File: config.mk
export PLATFORM = sky130hd
export DESIGN_NAME = fan_pwm_tacho_controller
export DESIGN_NICKNAME = d
export VERILOG_FILES = /design/src/hw/rtl/fpt_pkg.sv /design/src/hw/rtl/fan_pwm_tacho_controller.sv /design/src/hw/rtl/fpt_fifo.sv /design/src/hw/rtl/fpt_front.sv /design/src/hw/rtl/fpt_back.sv
export SDC_FILE = /design/constraint.sdc
export NUM_CORES = 1
export LEC_CHECK = 0
export ABC_AREA = 0
export BUFFER_PORTS_ARGS = -buffer_cell sky130_fd_sc_hd__buf_2
export CORE_MARGIN = 2
export CORE_UTILIZATION = 54
export DETAILED_ROUTE_END_ITERATION = 12
export GPL_TIMING_DRIVEN = 1
export PLACE_DENSITY = 0.76
export SLEW_MARGIN = 20
export SYNTH_ARGS = -nofsm -noshare
export SYNTH_HDL_FRONTEND = slang
export SYNTH_SLANG_ARGS = --single-unit
File: constraint.sdc
create_clock -name clk -period 12.65 [get_ports clk]
set_input_delay 0.6325 -clock clk [delete_from_list [all_inputs] [get_ports clk]]
set_output_delay 0.6325 -clock clk [all_outputs]
set_load 0.05 [all_outputs]
File: src/hw/rtl/fpt_pkg.sv
// ----------------------------------------------------------------------------
// fpt_pkg
// Types, codes and constants shared by the fan PWM and tachometer controller.
// ----------------------------------------------------------------------------
`default_nettype none

package fpt_pkg;

	localparam int FAN_CHANNELS_DEF = 4;
	localparam int QUEUE_DEPTH_DEF  = 4;

	localparam int KIND_W   = 2;
	localparam int ADDR_W   = 3;
	localparam int VALUE_W  = 16;
	localparam int PCT_W    = 7;
	localparam int DUTY_W   = 8;
	localparam int PPR_W    = 4;
	localparam int WIN_W    = 16;
	localparam int CNT_W    = 16;
	localparam int NUM_W    = 32;
	localparam int DEN_W    = PPR_W + WIN_W;
	localparam int PROD_W   = 15;
	localparam int CFG_IDX_W = 1;

	// input item kinds
	localparam logic [KIND_W-1:0] KIND_WRITE = 2'd0;
	localparam logic [KIND_W-1:0] KIND_PULSE = 2'd1;
	localparam logic [KIND_W-1:0] KIND_TICK  = 2'd2;
	localparam logic [KIND_W-1:0] KIND_READ  = 2'd3;

	// result kinds
	localparam logic [KIND_W-1:0] REPORT_DUTY  = 2'd0;
	localparam logic [KIND_W-1:0] REPORT_SPEED = 2'd1;
	localparam logic [KIND_W-1:0] REPORT_READ  = 2'd2;

	// queued operations
	localparam logic [1:0] OP_WRITE  = 2'd0;
	localparam logic [1:0] OP_PULSE  = 2'd1;
	localparam logic [1:0] OP_WINDOW = 2'd2;
	localparam logic [1:0] OP_READ   = 2'd3;

	// configuration register indexes
	localparam logic [CFG_IDX_W-1:0] CFG_PULSES_PER_REV = 1'd0;
	localparam logic [CFG_IDX_W-1:0] CFG_WINDOW_MS      = 1'd1;

	localparam logic [PPR_W-1:0] PPR_RESET = 4'd2;
	localparam logic [WIN_W-1:0] WIN_RESET = 16'd1000;

	localparam logic [VALUE_W-1:0] PCT_MAX    = 16'd100;
	localparam logic [CNT_W-1:0]   RPM_SCALE  = 16'd60000;
	localparam logic [7:0]         DUTY_MUL   = 8'd255;
	localparam logic [5:0]         DUTY_ROUND = 6'd50;
	// floor(x/100) for x < 2^15 as (x * 5243) >> 19
	localparam logic [12:0]        DUTY_RECIP = 13'd5243;
	localparam int                 DUTY_SHIFT = 19;

	typedef struct packed {
		logic [KIND_W-1:0]  kind;
		logic [ADDR_W-1:0]  address;
		logic [VALUE_W-1:0] write_value;
	} in_item_t;

	typedef struct packed {
		logic [KIND_W-1:0]  report_kind;
		logic [ADDR_W-1:0]  channel_or_address;
		logic [VALUE_W-1:0] data;
		logic [DUTY_W-1:0]  pwm_duty;
		logic               last;
	} out_item_t;

	typedef struct packed {
		logic [1:0]        op;
		logic [ADDR_W-1:0] addr;
		logic [PCT_W-1:0]  pct;
	} cmd_t;

	typedef struct packed {
		logic [PPR_W-1:0] pulses_per_rev;
		logic [WIN_W-1:0] window_ms;
	} cfg_t;

endpackage

`default_nettype wire

File: src/hw/rtl/fan_pwm_tacho_controller.sv
// ----------------------------------------------------------------------------
// fan_pwm_tacho_controller
// Fan PWM setpoints with tachometer speed measurement over a tick window.
// ----------------------------------------------------------------------------
//  channel  signals                               transfer when
//  in       in_valid, in_stall, in_item           in_valid && !in_stall
//  out      out_valid, out_stall, out_item        out_valid && !out_stall
//  cfg      cfg_valid, cfg_ready, cfg_index/data  cfg_valid && cfg_ready
//
//  Pulses and reads are done straight from the queue head in the back end, duty
//  updates pass through a duty state; plain ticks and ignored items end in the
//  front. On a window end each fan channel goes through load, check, the 16-step
//  shift-subtract divider and emit; a saturated speed skips the divider.
//  The front stalls only when the 4-entry command queue is full.
//  Reset clears setpoints, counters, speeds, the window timer and the queue.
// ----------------------------------------------------------------------------
`default_nettype none

module fan_pwm_tacho_controller #(
	parameter int FAN_CHANNELS = fpt_pkg::FAN_CHANNELS_DEF,
	parameter int QUEUE_DEPTH  = fpt_pkg::QUEUE_DEPTH_DEF
) (
	input  wire logic                             clk,
	input  wire logic                             arst_n,
	input  wire logic                             in_valid,
	output logic                                  in_stall,
	input  wire fpt_pkg::in_item_t                in_item,
	output logic                                  out_valid,
	input  wire logic                             out_stall,
	output fpt_pkg::out_item_t                    out_item,
	input  wire logic                             cfg_valid,
	output logic                                  cfg_ready,
	input  wire logic [fpt_pkg::CFG_IDX_W-1:0]    cfg_index,
	input  wire logic [fpt_pkg::VALUE_W-1:0]      cfg_data
);
	import fpt_pkg::*;

	cfg_t cfg_q;
	logic q_push;
	cmd_t q_push_cmd;
	logic q_full;
	logic q_pop;
	cmd_t q_head;
	logic q_empty;

	assign cfg_ready = 1'b1;

	always_ff @(posedge clk or negedge arst_n) begin
		if (!arst_n) begin
			cfg_q.pulses_per_rev <= PPR_RESET;
			cfg_q.window_ms      <= WIN_RESET;
		end else if (cfg_valid && cfg_ready) begin
			if (cfg_index == CFG_PULSES_PER_REV) begin
				cfg_q.pulses_per_rev <= cfg_data[PPR_W-1:0];
			end else if (cfg_index == CFG_WINDOW_MS) begin
				cfg_q.window_ms <= cfg_data;
			end
		end
	end

	fpt_front #(
		.FAN_CHANNELS(FAN_CHANNELS)
	) u_front (
		.clk      (clk),
		.arst_n   (arst_n),
		.cfg      (cfg_q),
		.in_valid (in_valid),
		.in_stall (in_stall),
		.in_item  (in_item),
		.push     (q_push),
		.push_cmd (q_push_cmd),
		.q_full   (q_full)
	);

	fpt_fifo #(
		.DEPTH(QUEUE_DEPTH)
	) u_queue (
		.clk      (clk),
		.arst_n   (arst_n),
		.push     (q_push),
		.push_cmd (q_push_cmd),
		.full     (q_full),
		.pop      (q_pop),
		.head     (q_head),
		.empty    (q_empty)
	);

	fpt_back #(
		.FAN_CHANNELS(FAN_CHANNELS)
	) u_back (
		.clk       (clk),
		.arst_n    (arst_n),
		.cfg       (cfg_q),
		.q_empty   (q_empty),
		.q_head    (q_head),
		.q_pop     (q_pop),
		.out_valid (out_valid),
		.out_stall (out_stall),
		.out_item  (out_item)
	);

endmodule

`default_nettype wire

File: src/hw/rtl/fpt_fifo.sv
// ----------------------------------------------------------------------------
// fpt_fifo
// Short command queue between the front and the back of the controller.
// ----------------------------------------------------------------------------
`default_nettype none

module fpt_fifo #(
	parameter int DEPTH = fpt_pkg::QUEUE_DEPTH_DEF
) (
	input  wire logic          clk,
	input  wire logic          arst_n,
	input  wire logic          push,
	input  wire fpt_pkg::cmd_t push_cmd,
	output logic               full,
	input  wire logic          pop,
	output fpt_pkg::cmd_t      head,
	output logic               empty
);
	import fpt_pkg::*;

	localparam int PTR_W = (DEPTH > 1) ? $clog2(DEPTH) : 1;
	localparam int CNT_W_Q = $clog2(DEPTH + 1);

	cmd_t               mem_q [DEPTH];
	logic [PTR_W-1:0]   wr_ptr_q;
	logic [PTR_W-1:0]   rd_ptr_q;
	logic [CNT_W_Q-1:0] count_q;
	logic               do_push;
	logic               do_pop;

	assign full    = (count_q == CNT_W_Q'(DEPTH));
	assign empty   = (count_q == '0);
	assign head    = mem_q[rd_ptr_q];
	assign do_push = push && !full;
	assign do_pop  = pop && !empty;

	always_ff @(posedge clk) begin
		if (do_push) begin
			mem_q[wr_ptr_q] <= push_cmd;
		end
	end

	always_ff @(posedge clk or negedge arst_n) begin
		if (!arst_n) begin
			wr_ptr_q <= '0;
			rd_ptr_q <= '0;
			count_q  <= '0;
		end else begin
			if (do_push) begin
				wr_ptr_q <= (wr_ptr_q == PTR_W'(DEPTH - 1)) ? '0 : wr_ptr_q + 1'b1;
			end
			if (do_pop) begin
				rd_ptr_q <= (rd_ptr_q == PTR_W'(DEPTH - 1)) ? '0 : rd_ptr_q + 1'b1;
			end
			if (do_push && !do_pop) begin
				count_q <= count_q + 1'b1;
			end else if (do_pop && !do_push) begin
				count_q <= count_q - 1'b1;
			end
		end
	end

endmodule

`default_nettype wire

File: src/hw/rtl/fpt_front.sv
// ----------------------------------------------------------------------------
// fpt_front
// Input side: accepts items, runs the window timer, queues the work.
// ----------------------------------------------------------------------------
`default_nettype none

module fpt_front #(
	parameter int FAN_CHANNELS = fpt_pkg::FAN_CHANNELS_DEF
) (
	input  wire logic              clk,
	input  wire logic              arst_n,
	input  wire fpt_pkg::cfg_t     cfg,
	input  wire logic              in_valid,
	output logic                   in_stall,
	input  wire fpt_pkg::in_item_t in_item,
	output logic                   push,
	output fpt_pkg::cmd_t          push_cmd,
	input  wire logic              q_full
);
	import fpt_pkg::*;

	logic [WIN_W-1:0] timer_q;
	logic [WIN_W-1:0] win_eff;
	logic [WIN_W:0]   tick_next;
	logic             window_end;
	logic             accept;
	logic             chan_ok;
	logic             want_push;

	assign in_stall   = q_full;
	assign accept     = in_valid && !q_full;
	assign win_eff    = (cfg.window_ms == '0) ? WIN_W'(1) : cfg.window_ms;
	assign tick_next  = {1'b0, timer_q} + (WIN_W + 1)'(1);
	assign window_end = (tick_next >= {1'b0, win_eff});
	assign chan_ok    = (in_item.address < ADDR_W'(FAN_CHANNELS));

	always_comb begin
		want_push = 1'b0;
		push_cmd.op = OP_READ;
		unique case (in_item.kind)
			KIND_WRITE: begin
				want_push   = chan_ok;
				push_cmd.op = OP_WRITE;
			end
			KIND_PULSE: begin
				want_push   = chan_ok;
				push_cmd.op = OP_PULSE;
			end
			KIND_TICK: begin
				want_push   = window_end;
				push_cmd.op = OP_WINDOW;
			end
			KIND_READ: begin
				want_push   = 1'b1;
				push_cmd.op = OP_READ;
			end
			default: begin
				want_push   = 1'b0;
				push_cmd.op = OP_READ;
			end
		endcase
		push_cmd.addr = in_item.address;
		push_cmd.pct  = (in_item.write_value > PCT_MAX) ? PCT_W'(PCT_MAX)
			: in_item.write_value[PCT_W-1:0];
	end

	assign push = accept && want_push;

	always_ff @(posedge clk or negedge arst_n) begin
		if (!arst_n) begin
			timer_q <= '0;
		end else if (accept && in_item.kind == KIND_TICK) begin
			timer_q <= window_end ? '0 : tick_next[WIN_W-1:0];
		end
	end

endmodule

`default_nettype wire

File: src/hw/rtl/fpt_back.sv
// ----------------------------------------------------------------------------
// fpt_back
// Execution side: setpoints, pulse counters, speed division, result register.
// ----------------------------------------------------------------------------
`default_nettype none

module fpt_back #(
	parameter int FAN_CHANNELS = fpt_pkg::FAN_CHANNELS_DEF
) (
	input  wire logic          clk,
	input  wire logic          arst_n,
	input  wire fpt_pkg::cfg_t cfg,
	input  wire logic          q_empty,
	input  wire fpt_pkg::cmd_t q_head,
	output logic               q_pop,
	output logic               out_valid,
	input  wire logic          out_stall,
	output fpt_pkg::out_item_t out_item
);
	import fpt_pkg::*;

	localparam int CH_W = (FAN_CHANNELS > 1) ? $clog2(FAN_CHANNELS) : 1;

	localparam logic [2:0] ST_IDLE  = 3'd0;
	localparam logic [2:0] ST_DUTY  = 3'd1;
	localparam logic [2:0] ST_LOAD  = 3'd2;
	localparam logic [2:0] ST_CHECK = 3'd3;
	localparam logic [2:0] ST_DIV   = 3'd4;
	localparam logic [2:0] ST_EMIT  = 3'd5;

	logic [2:0]        state_q;
	logic [PCT_W-1:0]  setpoint_q   [FAN_CHANNELS];
	logic [CNT_W-1:0]  pulse_cnt_q  [FAN_CHANNELS];
	logic [CNT_W-1:0]  last_speed_q [FAN_CHANNELS];
	logic [CH_W-1:0]   ch_q;
	logic [ADDR_W-1:0] addr_q;
	logic [PCT_W-1:0]  pct_q;
	logic [PROD_W-1:0] prod_q;
	logic [NUM_W-1:0]  num_q;
	logic [DEN_W-1:0]  den_q;
	logic [DEN_W-1:0]  rem_q;
	logic [CNT_W-1:0]  quot_q;
	logic [3:0]        bit_q;
	logic              out_valid_q;
	out_item_t         out_q;

	logic              slot_free;
	logic              emit;
	out_item_t         emit_item;
	logic [CH_W-1:0]   head_ch;
	logic [1:0]        rd_ch;
	logic              rd_ok;
	logic [VALUE_W-1:0] rd_data;
	logic [PPR_W-1:0]  ppr_eff;
	logic [WIN_W-1:0]  win_eff;
	logic [27:0]       duty_prod;
	logic [DEN_W:0]    trial;
	logic              trial_ge;
	logic [DEN_W:0]    trial_sub;
	logic              last_ch;

	assign slot_free = !out_valid_q || !out_stall;
	assign out_valid = out_valid_q;
	assign out_item  = out_q;

	assign head_ch = q_head.addr[CH_W-1:0];
	assign rd_ch   = q_head.addr[1:0];
	assign rd_ok   = ({1'b0, rd_ch} < ADDR_W'(FAN_CHANNELS));
	assign ppr_eff = (cfg.pulses_per_rev == '0) ? PPR_W'(1) : cfg.pulses_per_rev;
	assign win_eff = (cfg.window_ms == '0) ? WIN_W'(1) : cfg.window_ms;

	assign duty_prod = 28'(prod_q) * 28'(DUTY_RECIP);
	assign trial     = {rem_q, quot_q[CNT_W-1]};
	assign trial_ge  = (trial >= {1'b0, den_q});
	assign trial_sub = trial - {1'b0, den_q};
	assign last_ch   = (ch_q == CH_W'(FAN_CHANNELS - 1));

	always_comb begin
		rd_data = '0;
		if (rd_ok) begin
			if (!q_head.addr[2]) begin
				rd_data = VALUE_W'(setpoint_q[rd_ch[CH_W-1:0]]);
			end else begin
				rd_data = last_speed_q[rd_ch[CH_W-1:0]];
			end
		end
	end

	always_comb begin
		q_pop = 1'b0;
		if (state_q == ST_IDLE && !q_empty) begin
			q_pop = (q_head.op != OP_READ) || slot_free;
		end
	end

	always_comb begin
		emit = 1'b0;
		emit_item = '0;
		priority if (state_q == ST_IDLE && q_pop && q_head.op == OP_READ) begin
			emit = 1'b1;
			emit_item.report_kind        = REPORT_READ;
			emit_item.channel_or_address = q_head.addr;
			emit_item.data               = rd_data;
			emit_item.last               = 1'b1;
		end else if (state_q == ST_DUTY && slot_free) begin
			emit = 1'b1;
			emit_item.report_kind        = REPORT_DUTY;
			emit_item.channel_or_address = addr_q;
			emit_item.data               = VALUE_W'(pct_q);
			emit_item.pwm_duty           = duty_prod[DUTY_SHIFT +: DUTY_W];
			emit_item.last               = 1'b1;
		end else if (state_q == ST_EMIT && slot_free) begin
			emit = 1'b1;
			emit_item.report_kind        = REPORT_SPEED;
			emit_item.channel_or_address = ADDR_W'(ch_q);
			emit_item.data               = quot_q;
			emit_item.last               = last_ch;
		end else begin
			emit = 1'b0;
		end
	end

	always_ff @(posedge clk) begin
		if (emit) begin
			out_q <= emit_item;
		end
		if (q_pop && q_head.op == OP_WRITE) begin
			addr_q <= q_head.addr;
			pct_q  <= q_head.pct;
			prod_q <= ({q_head.pct, 8'd0} - PROD_W'(q_head.pct)) + PROD_W'(DUTY_ROUND);
		end
		unique case (state_q)
			ST_LOAD: begin
				num_q <= NUM_W'(pulse_cnt_q[ch_q]) * NUM_W'(RPM_SCALE);
				den_q <= DEN_W'(ppr_eff) * DEN_W'(win_eff);
			end
			ST_CHECK: begin
				if (DEN_W'(num_q[NUM_W-1:CNT_W]) >= den_q) begin
					quot_q <= '1;
				end else begin
					rem_q  <= DEN_W'(num_q[NUM_W-1:CNT_W]);
					quot_q <= num_q[CNT_W-1:0];
				end
			end
			ST_DIV: begin
				rem_q  <= trial_ge ? trial_sub[DEN_W-1:0] : trial[DEN_W-1:0];
				quot_q <= {quot_q[CNT_W-2:0], trial_ge};
			end
			default: begin
			end
		endcase
	end

	always_ff @(posedge clk or negedge arst_n) begin
		if (!arst_n) begin
			state_q     <= ST_IDLE;
			ch_q        <= '0;
			bit_q       <= '0;
			out_valid_q <= 1'b0;
			for (int i = 0; i < FAN_CHANNELS; i++) begin
				setpoint_q[i]   <= '0;
				pulse_cnt_q[i]  <= '0;
				last_speed_q[i] <= '0;
			end
		end else begin
			if (emit) begin
				out_valid_q <= 1'b1;
			end else if (!out_stall) begin
				out_valid_q <= 1'b0;
			end
			unique case (state_q)
				ST_IDLE: begin
					if (q_pop) begin
						unique case (q_head.op)
							OP_WRITE: begin
								setpoint_q[head_ch] <= q_head.pct;
								state_q <= ST_DUTY;
							end
							OP_PULSE: begin
								if (pulse_cnt_q[head_ch] != '1) begin
									pulse_cnt_q[head_ch] <= pulse_cnt_q[head_ch] + 1'b1;
								end
							end
							OP_WINDOW: begin
								ch_q    <= '0;
								state_q <= ST_LOAD;
							end
							default: begin
							end
						endcase
					end
				end
				ST_DUTY: begin
					if (slot_free) begin
						state_q <= ST_IDLE;
					end
				end
				ST_LOAD: begin
					state_q <= ST_CHECK;
				end
				ST_CHECK: begin
					bit_q <= '0;
					if (DEN_W'(num_q[NUM_W-1:CNT_W]) >= den_q) begin
						state_q <= ST_EMIT;
					end else begin
						state_q <= ST_DIV;
					end
				end
				ST_DIV: begin
					bit_q <= bit_q + 1'b1;
					if (bit_q == 4'd15) begin
						state_q <= ST_EMIT;
					end
				end
				ST_EMIT: begin
					if (slot_free) begin
						last_speed_q[ch_q] <= quot_q;
						pulse_cnt_q[ch_q]  <= '0;
						if (last_ch) begin
							state_q <= ST_IDLE;
						end else begin
							ch_q    <= ch_q + 1'b1;
							state_q <= ST_LOAD;
						end
					end
				end
				default: begin
					state_q <= ST_IDLE;
				end
			endcase
		end
	end

endmodule

`default_nettype wire

### Yosys cells after proc, flatten, opt, wreduce, memory -nomap -nowiden

Memory sizes are Yosys's and may differ from the RTL's.
Cells that the tools add are included.
Widths: inputs -> output; s select.

| cells by class | value |
|---|---|
| add/subtract/negate cells | 11 |
| multipliers | 3 |
| div/mod/pow operators | 0 |
| order comparisons | 9 |
| eq/ne operators | 29 |
| shifts and indexed selects | 0 |
| multiplexer cells | 68 |
| bitwise operators | 6 |
| reduce and logical (&&, ||, !) cells | 43 |

Operators by type and width:

| operator | count |
|---|---|
| $mux 64 | 4 |
| $mux 16 | 12 |
| $bwmux 64 | 2 |
| $pmux 64 s2 | 1 |
| $bmux 16 s2 | 3 |
| $and 64x64->64 | 1 |
| $demux 16 s2 | 2 |
| $not 64->64 | 1 |
| $mux 20 | 3 |
| $pmux 20 s2 | 1 |
| $mux 19 | 2 |
| $pmux 16 s2 | 1 |
| $bwmux 28 | 1 |
| $mux 7 | 4 |
| $mul 15x13->27 const B | 1 |
| $mul 16x11->27 const B | 1 |
| $ge 21x20->1 | 1 |
| $ge 16x20->1 | 1 |
| $mul 4x16->20 | 1 |
| $sub 20x20->20 | 1 |
| $mux 3 | 6 |
| $pmux 3 s6 | 1 |
| $add 16x1->17 const B | 1 |
| $ge 17x16->1 | 1 |
| 45 further kinds | 116 |

| word-level totals | value |
|---|---|
| bits in registers | 347 |
| latch bits | 0 |
| bits in writable memories | 48 |
| ROM bits | 0 |
| input bits | 43 |
| logic and storage cells | 205 |
| memories kept | 1 |

Memories:

| memory | depth | bits a word | read ports | clocked after Yosys merged registers in | wr ports | RTL line | source |
|---|---|---|---|---|---|---|---|
| u_queue.mem_q | 4 | 12 | 1 | 0 | 1 | fpt_fifo.sv:24 | `cmd_t mem_q [DEPTH];` |

### Longest topological paths before layout

An unclocked memory read counts as a cell.

| logic depth | value |
|---|---|
| depth in word-level cells | 11 |
| mapped depth | 21 |

### Hierarchy

Synthesis repeated with hierarchy kept, for this count alone.

| second synthesis, totals | value |
|---|---|
| cells, all modules | 2434 |
| area total of the unflattened synthesis | 27876.7 µm² |

Modules (own cells, without submodules):

| module | times used | cells an instance | area each (µm²) | sequential area each (µm²) |
|---|---|---|---|---|
| fpt_back | 1 | 2077 | 23284.8 | 8267.9 |
| fpt_fifo | 1 | 100 | 2195.9 | 1616.6 |
| fpt_front | 1 | 212 | 1630.3 | 400.4 |
| fan_pwm_tacho_controller | 1 | 45 | 765.7 | 509.2 |

### Least setup slack after synthesis

Ideal clock, no wire load.

| timing path | value |
|---|---|
| path type | register -> register |
| from | register u_back.ch_q[0] |
| to | register u_back.num_q[30], data pin |
| library setup time | 0.158 ns |
| arrival time | 6.676 ns |
| data required time | 12.492 ns |
| path slack | 5.817 ns |
| cell stages (with the launch flop) | 22 |
| buffers on the path | 2 |
| path through | dfrtp_1 clkbuf_1 clkbuf_1 mux4_2 inv_1 fa_1 inv_1 fa_1 fa_1 inv_1 fa_1 fa_1 inv_1 ha_1 a21o_1 a21oi_1 nor2b_1 a311o_1 a31o_2 a41o_1 a2111o_1 o211ai_1 |

| between the ends | value |
|---|---|
| longest elaborated chain between the ends | 5 |

Ends and longest elaborated chain:

| element | RTL line | source |
|---|---|---|
| start: declaration | fpt_back.sv:35 | `logic [CH_W-1:0] ch_q;` |
| start signal: assignment | fpt_back.sv:222 | `ch_q <= ch_q + 1'b1;` |
| $not 2->3 (implied by the code) | fpt_back.sv:134 | `num_q <= NUM_W'(pulse_cnt_q[ch_q]) * NUM_W'(RPM_SCALE);` |
| $bmux 16 s2 | fpt_back.sv:134 |  |
| $mux 16 (implied by the code) (2 in a row) | fpt_back.sv:134 |  |
| $mul 16x11->27 | fpt_back.sv:134 |  |
| end signal: assignment | fpt_back.sv:134 |  |
| end: declaration | fpt_back.sv:39 | `logic [NUM_W-1:0] num_q;` |

No other way between the ends. The select of a mux whose other input is x is not followed.
A chain may end at the register's enable or synchronous reset.

### Worst setup path after layout

Same ends and word-level chain as after synthesis.

==> metrics <==
final antenna-violating net count=0; Die Width=230 um; vias in the first global route=19700; GRT Residual Overflow=0; hold_buf cts=0; area leader, netlist=edfxtp_1; setup violators final=0; Syn Inst Count=between 2000 and 2500; total track usage=about a quarter; #FFs+latches synth=394; first-pass GRT wire length=roughly 100000 um; HPWL after detailed placement=43700 um; total negative slack=0 ns; vias=18800; Synth Flop Type=dfrtp_1; mux share of post-synthesis cell area=around 11%; kind of critical path=register to register; final WL=59600 um; DR pass1 iterations=5; Initial Utilization=about 55%; core area=0.0504 mm2; crit path buf inv count=5; top cells by count, synth=inv_1, ha_1, dfrtp_1, edfxtp_1, fa_1; fin nets=2982; crit-path most repeated cell=fa_1; largest net degree at the start of global routing=83; Synthesized Nets=2925; simple-gate area share of the yosys netlist=9.03%; share of layout cells above drive strength 1=13.9%; Longest Clk Path Bufs=3; Mapped Area=between 0.02 and 0.03 mm2; Worst Tran Pin Value=between 1 and 1.5 ns; antenna violations before repair=0; final worst-path cycle share=54.5%; htree depth=2; # rows=82; # DRC=0; crit start category=register; RSZ-0062 raised after global routing=false; minimum clock period=6.89 ns; # IOs=76; max_cap viols=0; port bufs=74; CP Max Fanout=14; post-DR wirelength/cell=18.5 um; clock sinks=~390; area of the multi-input gates=~0.015 mm2; Clock transition at path regs=0.06 ns; DR iter-0 viols=1392; crit path cell chain=buf_4 > mux4_2 > inv_1 > fa_1 > inv_1 > fa_1 > fa_1 > inv_1 > fa_1 > fa_1 > inv_1 > ha_1 > a21o_1 > a21oi_1 > nor2b_1 > a311o_1 > a31o_2 > a41o_1 > a2111o_1 > o211ai_1; Vert. Die Dim=230 um; GPL Wtd Cong=0.896; top cells by area, synth=edfxtp_1, dfrtp_1, ha_1; largest family of logic cells by synthesized area=adder cells; Compound-Gate Fraction of Synth Area=under 10%; status=completed; CTS tree=yes; Filler cells=3897; Final Max Slew Viols=0; Setup Buffers After CTS=0; maximum clock frequency=0.145 GHz; crit end category=register; final hold violations=0; Netlist cell types=73; top-area cell type share of the netlist area=between 20% and 30%; FF+latch area=around 0.011 mm2; DIE AREA=0.0530 mm2; post_cts resized=0; Slowest Stage Delay on Critical Path=0.67 ns; CTS root buf=clkbuf_16; Crit path arrival time=7.29 ns; Max Clock Skew=0.0292 ns; Top delay family on crit path=adder cells; sequential fraction of the synthesis area=roughly 40%; CTS buffer count=44; clock latency on the worst-skew pair=about 0.58 ns; XOR/XNOR Fraction of Synth Area=3.17%; ant diodes=0; Adder-Cell Fraction of Synth Area=about a quarter; Post-synth EDFFs=185; Hold WC Path Type=primary input to asynchronous set/reset pin; Slew headroom=25.4%; Vias/cell=just under 6; area grow syn2layout=8.79%; critical path's slowest cell=dfrtp_1; Mapped Avg Cell Area=11.2 um2; async set or reset register ratio after synthesis=between 50 and 60%; most common cell in the synthesized netlist=inv_1; yosys warns=0; required time of the critical path=around 13 ns
## per-layer routing
metal	part of all wire [%]	up-vias	global-route usage, %	routed length (um)
met3	5.5	124	3.31	3270
li1	-	8703	-	-
met5	0	-	0	0
met4	3.5	0	8.67	2090
met2	49	598	40.0	29300
met1	42	9331	30.0	24900
## per-stage QoR
stage          utilization (%)  hold slack [ns]  setup slack, ns  cell area [um2]  instances
6_report                  59.7           0.0903             5.76            30100       3221
5_1_grt                   59.7            0.137             5.29            30100       3221
4_1_cts                   59.7            0.107             5.71            30100       3221
3_5_place_dp              56.9            0.468             5.74            28600       3140
3_3_place_gp              56.9            0.457             5.91            28600       3140
2_1_floorplan                -            0.337             5.82            27600       2457
## layout by cell type, fill, tap and decap left out, drive strengths merged, types with 10 or more instances in the layout
master / n
inv: 318
ha: 266
dfrtp: 202
edfxtp: 185
o21ai: 170
fa: 159
nand2: 153
nor2: 120
nand3: 111
mux2: 109
buf: 91
a21oi: 70
mux2i: 63
xnor2: 61
clkbuf: 58
mux4: 51
xor2: 39
nor3: 25
a21o: 24
and2: 23
clkinv: 22
nor2b: 21
nand4: 16
a22o: 15
and3: 14
nand2b: 14
o21bai: 12
or3: 11
a211oi: 11
a22oi: 10
## logic make-up (layout without fill, tap and decap cells)
logic type	count (synthesis)	after routing
AND/OR/NAND/NOR	532	532
adder cells (fa/ha/maj)	425	425
buffers and inverters	400	492
flip-flops	394	394
AO/OA/AOI/OAI	382	382
multiplexers	223	223
XOR/XNOR	100	100
other	1	1
## final timing paths
kind	slack, ns	cells after the start	start	end
max in group asynchronous	11.17	2	arst_n	u_back.pulse_cnt_q[39]
worst max register to register	5.76	20	u_back.ch_q[0]	u_back.num_q[30]
worst max-delay path	5.76	20	u_back.ch_q[0]	u_back.num_q[30]
worst min register to register	0.48	2	u_back.setpoint_q[8]	u_back.setpoint_q[8]
min in group clk	0.30	1	in_item[16]	u_queue.mem_q[0][7]
worst min-delay path	0.09	1	arst_n	u_back.last_speed_q[28]
## layout make-up
cell class,count,share of cell area [%]
Clock buffer,57,4.13
Timing Repair Buffer,92,1.71
Clock inverter,24,0.587
Tap cell,672,2.80
Multi-Input combinational cell,1663,50.9
Inverter,319,3.99
Sequential cell,394,35.9
## registers in the layout, indices dropped and copies added, names as in the netlist, 4 cells and up
| name | cells |
|---|---|
| u_back.prod_q | 15 |
| u_queue.mem_q | 48 |
| u_back.pulse_cnt_q | 64 |
| u_back.pct_q | 6 |
| u_back.rem_q | 20 |
| u_back.quot_q | 16 |
| u_front.timer_q | 16 |
| u_back.den_q | 20 |
| u_back.bit_q | 4 |
| u_back.setpoint_q | 28 |
| u_back.last_speed_q | 64 |
| u_back.out_item | 30 |
| u_back.num_q | 27 |
| cfg_q | 20 |
Power is not shown: default switching activity piles up to over one toggle a cycle in this logic, so the estimate is an artifact.
